==> src/rtl/vmes_pkg.sv <==
// ----------------------------------------------------------------------------
// vmes_pkg
// Widths, codes and shared types for the von Mises equivalent stress block.
// Inputs and result share the same number of fraction bits, so the datapath
// works on raw integers and needs no fraction-dependent scaling.
// ----------------------------------------------------------------------------
`default_nettype none

package vmes_pkg;

    localparam int IN_W    = 32;              // tensor component width
    localparam int DIFF_W  = IN_W + 1;        // diagonal difference magnitude
    localparam int SQ_W    = 2 * IN_W;        // one square
    localparam int DSUM_W  = SQ_W + 2;        // sum of three diagonal squares
    localparam int OUT_BITS = 36;             // root width
    localparam int RAD_W   = 2 * OUT_BITS;    // radicand width
    localparam int REM_W   = OUT_BITS + 2;    // partial remainder width
    localparam int CNT_W   = 5;               // component count register width
    localparam int FRONT_STAGES = 4;

    localparam logic [CNT_W-1:0] VALID_COUNT = CNT_W'(9);

    // Data handed from cell to cell along the root chain
    typedef struct packed {
        logic [REM_W-1:0]    rem;
        logic [OUT_BITS-1:0] root;
        logic [RAD_W-1:0]    rad;
        logic                bad;
        logic                last;
    } t_cell_data;

endpackage

`default_nettype wire

==> src/rtl/vmes_sqrt_cell.sv <==
// ----------------------------------------------------------------------------
// vmes_sqrt_cell
// One digit of the restoring square root: shift in two radicand bits,
// try 4*root+1 against the remainder, and pass the result to the next cell.
// ----------------------------------------------------------------------------
`default_nettype none

module vmes_sqrt_cell (
    input  wire                  i_clk,
    input  wire                  i_rst_n,
    input  wire                  i_valid,
    output logic                 o_ready,
    input  vmes_pkg::t_cell_data i_data,
    output logic                 o_valid,
    input  wire                  i_ready,
    output vmes_pkg::t_cell_data o_data
);
    import vmes_pkg::*;

    logic       r_valid;
    t_cell_data r_data;
    t_cell_data n_data;
    logic [REM_W-1:0] w_rem_sh;
    logic [REM_W-1:0] w_trial;

    always_comb begin
        w_rem_sh = {i_data.rem[REM_W-3:0], i_data.rad[RAD_W-1 -: 2]};
        w_trial  = {i_data.root, 2'b01};
        n_data   = i_data;
        n_data.rad = {i_data.rad[RAD_W-3:0], 2'b00};
        if (w_rem_sh >= w_trial) begin
            n_data.rem  = w_rem_sh - w_trial;
            n_data.root = {i_data.root[OUT_BITS-2:0], 1'b1};
        end else begin
            n_data.rem  = w_rem_sh;
            n_data.root = {i_data.root[OUT_BITS-2:0], 1'b0};
        end
    end

    assign o_ready = !r_valid || i_ready;

    always_ff @(posedge i_clk) begin
        if (!i_rst_n) begin
            r_valid <= 1'b0;
        end else if (o_ready) begin
            r_valid <= i_valid;
        end
    end

    always_ff @(posedge i_clk) begin
        if (o_ready && i_valid) begin
            r_data <= n_data;
        end
    end

    assign o_valid = r_valid;
    assign o_data  = r_data;

endmodule

`default_nettype wire

==> config.mk <==
export PLATFORM = sky130hd
export DESIGN_NAME = vmes_sqrt_cell
export DESIGN_NICKNAME = d
export VERILOG_FILES = /design/src/rtl/vmes_pkg.sv /design/src/rtl/vmes_sqrt_cell.sv
export SDC_FILE = /design/constraint.sdc
export NUM_CORES = 1
export LEC_CHECK = 0
export BUFFER_PORTS_ARGS = -buffer_cell sky130_fd_sc_hd__buf_2
export CAP_MARGIN = 10
export CORE_ASPECT_RATIO = 1.25
export CORE_MARGIN = 3
export CORE_UTILIZATION = 52
export DETAILED_ROUTE_END_ITERATION = 8
export PLACE_DENSITY = 0.86
export SLEW_MARGIN = 20
export SYNTH_ARGS = -nofsm -noshare
export SYNTH_HDL_FRONTEND = slang
export SYNTH_SLANG_ARGS = --single-unit
export TNS_END_PERCENT = 5
==> constraint.sdc <==
create_clock -name i_clk -period 14.1 [get_ports i_clk]
set_clock_uncertainty 0.15 [all_clocks]
set_input_delay 1.41 -clock i_clk [delete_from_list [all_inputs] [get_ports i_clk]]
set_output_delay 1.41 -clock i_clk [all_outputs]
set_load 0.02 [all_outputs]
* Yosys cells after proc, flatten, opt, wreduce, memory -nomap -nowiden
Cells that the tools add are included.
** Operators by class
- $add $sub $neg :: 1
- Order comparisons :: 1
- Multiplexer cells :: 1
- Reductions and logical operators :: 3
** Operators by type and width (count)
- 74-bit two-way mux :: 1
- 38-bit greater-or-equal comparator :: 1
- 38-bit subtractor :: 1
- 1-bit logical AND :: 1
- 1-bit logical NOT :: 1
- 1-bit logical OR :: 1
** Word-level totals
- Register bits :: 147
- Input bits :: 152
- Word-level logic and storage cells :: 12

* Depth between registers and ports, before layout
- Word-level depth :: 3
- Gate-level depth with buffers :: 14

* Worst setup path before layout
OpenSTA, ideal clock, no wires.
- Kind :: input to register
- Start point :: input port i_ready
- End point :: register r_data (netlist bit o_data[0]), enable pin
- Setup time :: 523 ps
- Arrival :: 5050 ps
- Setup slack :: 8377 ps
- Cell stages on the path :: 2
- Buffers on the path :: 0
- Cell sequence :: nand2b_1 and2_1
** On the way
- Longest elaborated chain between the ends :: 2
** RTL lines
- start: declaration :: RTL line vmes_sqrt_cell.sv:15 : input wire i_ready,
- 1-bit logical OR :: RTL line vmes_sqrt_cell.sv:40 : assign o_ready = !r_valid || i_ready;
- 1-bit logical AND :: RTL line vmes_sqrt_cell.sv:51 : if (o_ready && i_valid) begin
- end signal: assignment :: RTL line vmes_sqrt_cell.sv:52 : r_data <= n_data;
- end: declaration :: RTL line vmes_sqrt_cell.sv:21 : t_cell_data r_data;
No other way between the ends.
A chain may end at the register's enable or synchronous reset.

==> run summary <==
The instance area after placement is between 8000 and 9000 sq um. The worst setup path is launched from an input pin. The final layout net count came out at 1059.

The clock latency on the worst-skew pair came out at around 0.4 ns. The data required time at the worst endpoint came out at ~14 ns. The number of placement rows is 47. The share of post-route cells with drive strength above 1 is 0.3968. The number of detailed-route iterations in the first pass is 5.

The final core area utilization came out at 0.6976. The tree is rooted in a sky130_fd_sc_hd__clkbuf_16. The post-placement setup slack is between 8 and 9 ns.

The simple-gate share of the synthesized area came out at 0.07598. The share of the synthesized netlist area taken by xor and xnor gates is 0.03194. The average cell area after synthesis came out at around 12 sq um. The worst register-to-register path ends at o_data[109]. The number of global-route vias before repair came out at 5588. The fraction of the mapped netlist area in compound gates came out at 0.1467.

The critical path starts at i_data[85]. The adder and majority cell fraction of the synthesized area is 0.06668. The biggest fanout along the worst timing path is 52. The floorplan step defined a die boundary enclosing between 15000 and 20000 sq um. The upper clock frequency limit came out at 206.3 MHz. The type of destination of the critical path is a register. The remaining antenna violation count after routing came out at 0. In the finished design, the share of the clock period the worst path needs comes to 0.3438. The detailed router placed 5759 vias in this run.

The antenna cell count came out at 0. The critical path is of the in2reg type. The count of warnings emitted by yosys came out at 0.

The max-cap check violation count came out at 0. The proportion of synthesized area in mux cells is 0.01895. The startpoint identified for the worst register-to-register timing path is o_valid. The largest family of logic cells by synthesized area is compound AO/OA/AOI/OAI gates.

The number of enable flip-flop cells after synthesis came out at between 100 and 150. For flop-to-flop paths, the worst setup slack is 11.40 ns. The async set-reset flop share out of synthesis came out at 0.

The initial utilization of the core area, before any placement, comes to 0.5342. The arrival time at the worst endpoint came out at ~4.9 ns. Measured along the y axis, the die boundary spans 136.9 microns. The logic depth of the worst register-to-register path came out at 3. Summed over all instances, the cell type with the most area after synthesis is sky130_fd_sc_hd__edfxtp_1. The count of buffers added by post-CTS timing repair for setup is 0.

No sink is reached through more buffers than the 2 on the longest clock path. The proportion of synthesized chip area in sequential cells came out at 0.6177. The number of filler cells placed in the layout came out at around 970. The critical path ends at o_data[119]. The register bit count reported by yosys is 147. The total area inside the core boundary comes to approximately 13000 sq um. Summed over all layers, the routed wires come to between 20000 and 25000 microns. The final standard cell area without fillers came out at 9313 sq um. Synthesis produced a netlist whose cell count is between 500 and 600. After synthesis, the most frequently instantiated cells are 146 x sky130_fd_sc_hd__edfxtp_1, 64 x sky130_fd_sc_hd__a21oi_1, 46 x sky130_fd_sc_hd__inv_1. The power per cell area is between 100 and 150 nW/um^2. The total of buffers placed on input and output ports came out at just under 300. The slew at the pin with the worst max-slew slack is 1.021 ns. The number of setup violations in the final report is 0. The sequential cell area is approximately 4400 sq um.

The share of the synthesized area in the top cell type came out at 0.6148. The analysis attributes to cell leakage a power of 4.176 nW. The global-route usage over all layers came out at 0.2584.

The area used by multi-input combinational logic is approximately 2400 sq um. The final count of pins violating max slew came out at 0. The first global-routing pass estimated 30170 microns of wire. The TritonCTS sink count came out at 147. The area of the mapped netlist is about 7100 sq um. The cts-stage hold buffer count is 0. TritonCTS built the clock tree. Detailed placement ended at an HPWL of roughly 16000 microns. Sorting the synthesized cells by area gives the leading types as sky130_fd_sc_hd__edfxtp_1 61%, sky130_fd_sc_hd__ha_1 6.7%, sky130_fd_sc_hd__a21oi_1 4.5%.

The number of top-level design ports came out at 302. The number of vias per cell after detailed routing came out at between 5 and 6. The number of levels in the clock H-tree came out at 4. The routability congestion estimate from global placement came out at ~0.85. The final routed DRC violation total came out at 0.

The relative area change from synthesis to final layout came out at 30.60%. Once the clock tree was built, the resizer swapped 0 gates to a different size. The final critical path time including I/O delays and setup is around 4.8 ns.

The TritonCTS buffer count is 17. The clock transition time at the flip-flop clock pins of the worst setup and hold paths came out at 0.06 ns. The sum of negative setup slack came out at 0 ns. The number of distinct library cells after synthesis is 59. The maximum vdd drop came out at about 0.075 mV. The post-route worst setup slack came out at a little over 9 ns. The initial antenna violation count came to 1. Setup repair after global routing left no endpoint under its margin. The routed length per placed instance is between 15 and 20 microns.

The flow ran to the end, and the final reports show no timing, DRC or antenna violations. The remaining global-route overflow is 0. In this run the horizontal extent of the chip is approximately 110 microns. The relative slew slack came out at 0.3194. The worst hold-check path type is reg2reg. The number of endpoints with negative hold slack in the final report is 0. The maximum number of pins on one net before global-route repair came out at 81.

The DRC marker count from the first detailed-route iteration came out at 427. The most common flop cell mapped by yosys is sky130_fd_sc_hd__edfxtp_1. The most repeated cell in the gate-level netlist after synthesis is sky130_fd_sc_hd__edfxtp_1.
==> sequential cells by signal, summed over array words and instances (netlist names) <==
register  flops
o_data      146
o_valid       1
==> worst min path at each step <==
| stage | start | endpoint | slack (ns) | cells after the start |
|---|---|---|---|---|
| 3_3_place_gp | o_valid | o_valid | 0.36 | 2 |
| 2_1_floorplan | o_valid | o_valid | 0.60 | 2 |
| 5_1_grt | o_valid | o_valid | 0.46 | 2 |
| 4_1_cts | o_valid | o_valid | 0.45 | 2 |
| 6_report | o_valid | o_valid | 0.45 | 2 |
| 3_5_place_dp | o_valid | o_valid | 0.44 | 2 |
==> power breakdown <==
part	internal (mW)	switching [mW]	total, mW
clock network	0.252	0.198	0.450
registers	0.522	0.00762	0.530
logic	0.0902	0.152	0.243
==> layer usage <==
metal / share of wire / track usage / routed length (microns)
met4: 0.021 / 0.08077 / 420
met1: 0.37 / 0.2898 / 7592
met2: 0.53 / 0.4713 / 10740
met3: 0.082 / 0.08050 / 1673
met5: 0.00064 / 0 / 13
==> logic make-up (layout without fill, tap and decap cells) <==
kind of cell / after synthesis / after routing
xor gates and xnor gates: 26 / 26
other: 1 / 2
AOI/OAI and AO/OA: 164 / 164
and+or+nand+nor: 118 / 118
DFF: 147 / 147
adders and majority gates: 38 / 38
buffers and inverters: 71 / 377
muxes: 10 / 10
==> cell type report <==
| class | count | share of cell area |
|---|---|---|
| inverters | 47 | 0.01894 |
| multi-input cells | 358 | 0.2616 |
| clock inverters | 15 | 0.01747 |
| clock buffers | 17 | 0.04568 |
| well taps | 171 | 0.02297 |
| flip-flops and latches | 147 | 0.4729 |
| repair buffers | 298 | 0.1604 |
==> stage by stage <==
step	cells	power, mW	hold WS, ns
2_1_floorplan	576	0.6998	0.5996
3_3_place_gp	1021	0.7709	0.3618
3_5_place_dp	1021	0.7793	0.4409
4_1_cts	1053	1.230	0.4491
5_1_grt	1053	1.271	0.4639
6_report	1053	1.223	0.4451
==> cell usage in the layout (no fill, tap or decap), drive strengths merged, types with 3 or more instances in the layout <==
cell    instances
a211o           3
a211oi          5
a21boi          3
a21o           14
a21oi          65
a31oi           3
a41oi           3
and2            4
and3            4
buf           298
clkbuf         17
clkinv          3
edfxtp        146
ha             38
inv            57
mux2           10
nand2          36
nand2b          4
nand3           5
nand4           8
nor2           40
nor2b           4
nor3            6
o211ai          6
o21a            8
o21ai          32
xnor2          15
xor2           11
==> worst max-delay path: stages <==
cell	delay (ns)
sky130_fd_sc_hd__buf_2	0.08
sky130_fd_sc_hd__inv_1	0.04
sky130_fd_sc_hd__ha_1	0.40
sky130_fd_sc_hd__nand4_1	0.17
sky130_fd_sc_hd__nor2_1	0.31
sky130_fd_sc_hd__o221ai_2	0.21
sky130_fd_sc_hd__o211ai_1	0.32
sky130_fd_sc_hd__a21oi_2	0.17
sky130_fd_sc_hd__o211ai_2	0.25
sky130_fd_sc_hd__a31oi_4	0.23
sky130_fd_sc_hd__inv_2	0.79
sky130_fd_sc_hd__mux2_2	0.43
Power figures use the tool's default switching activity.
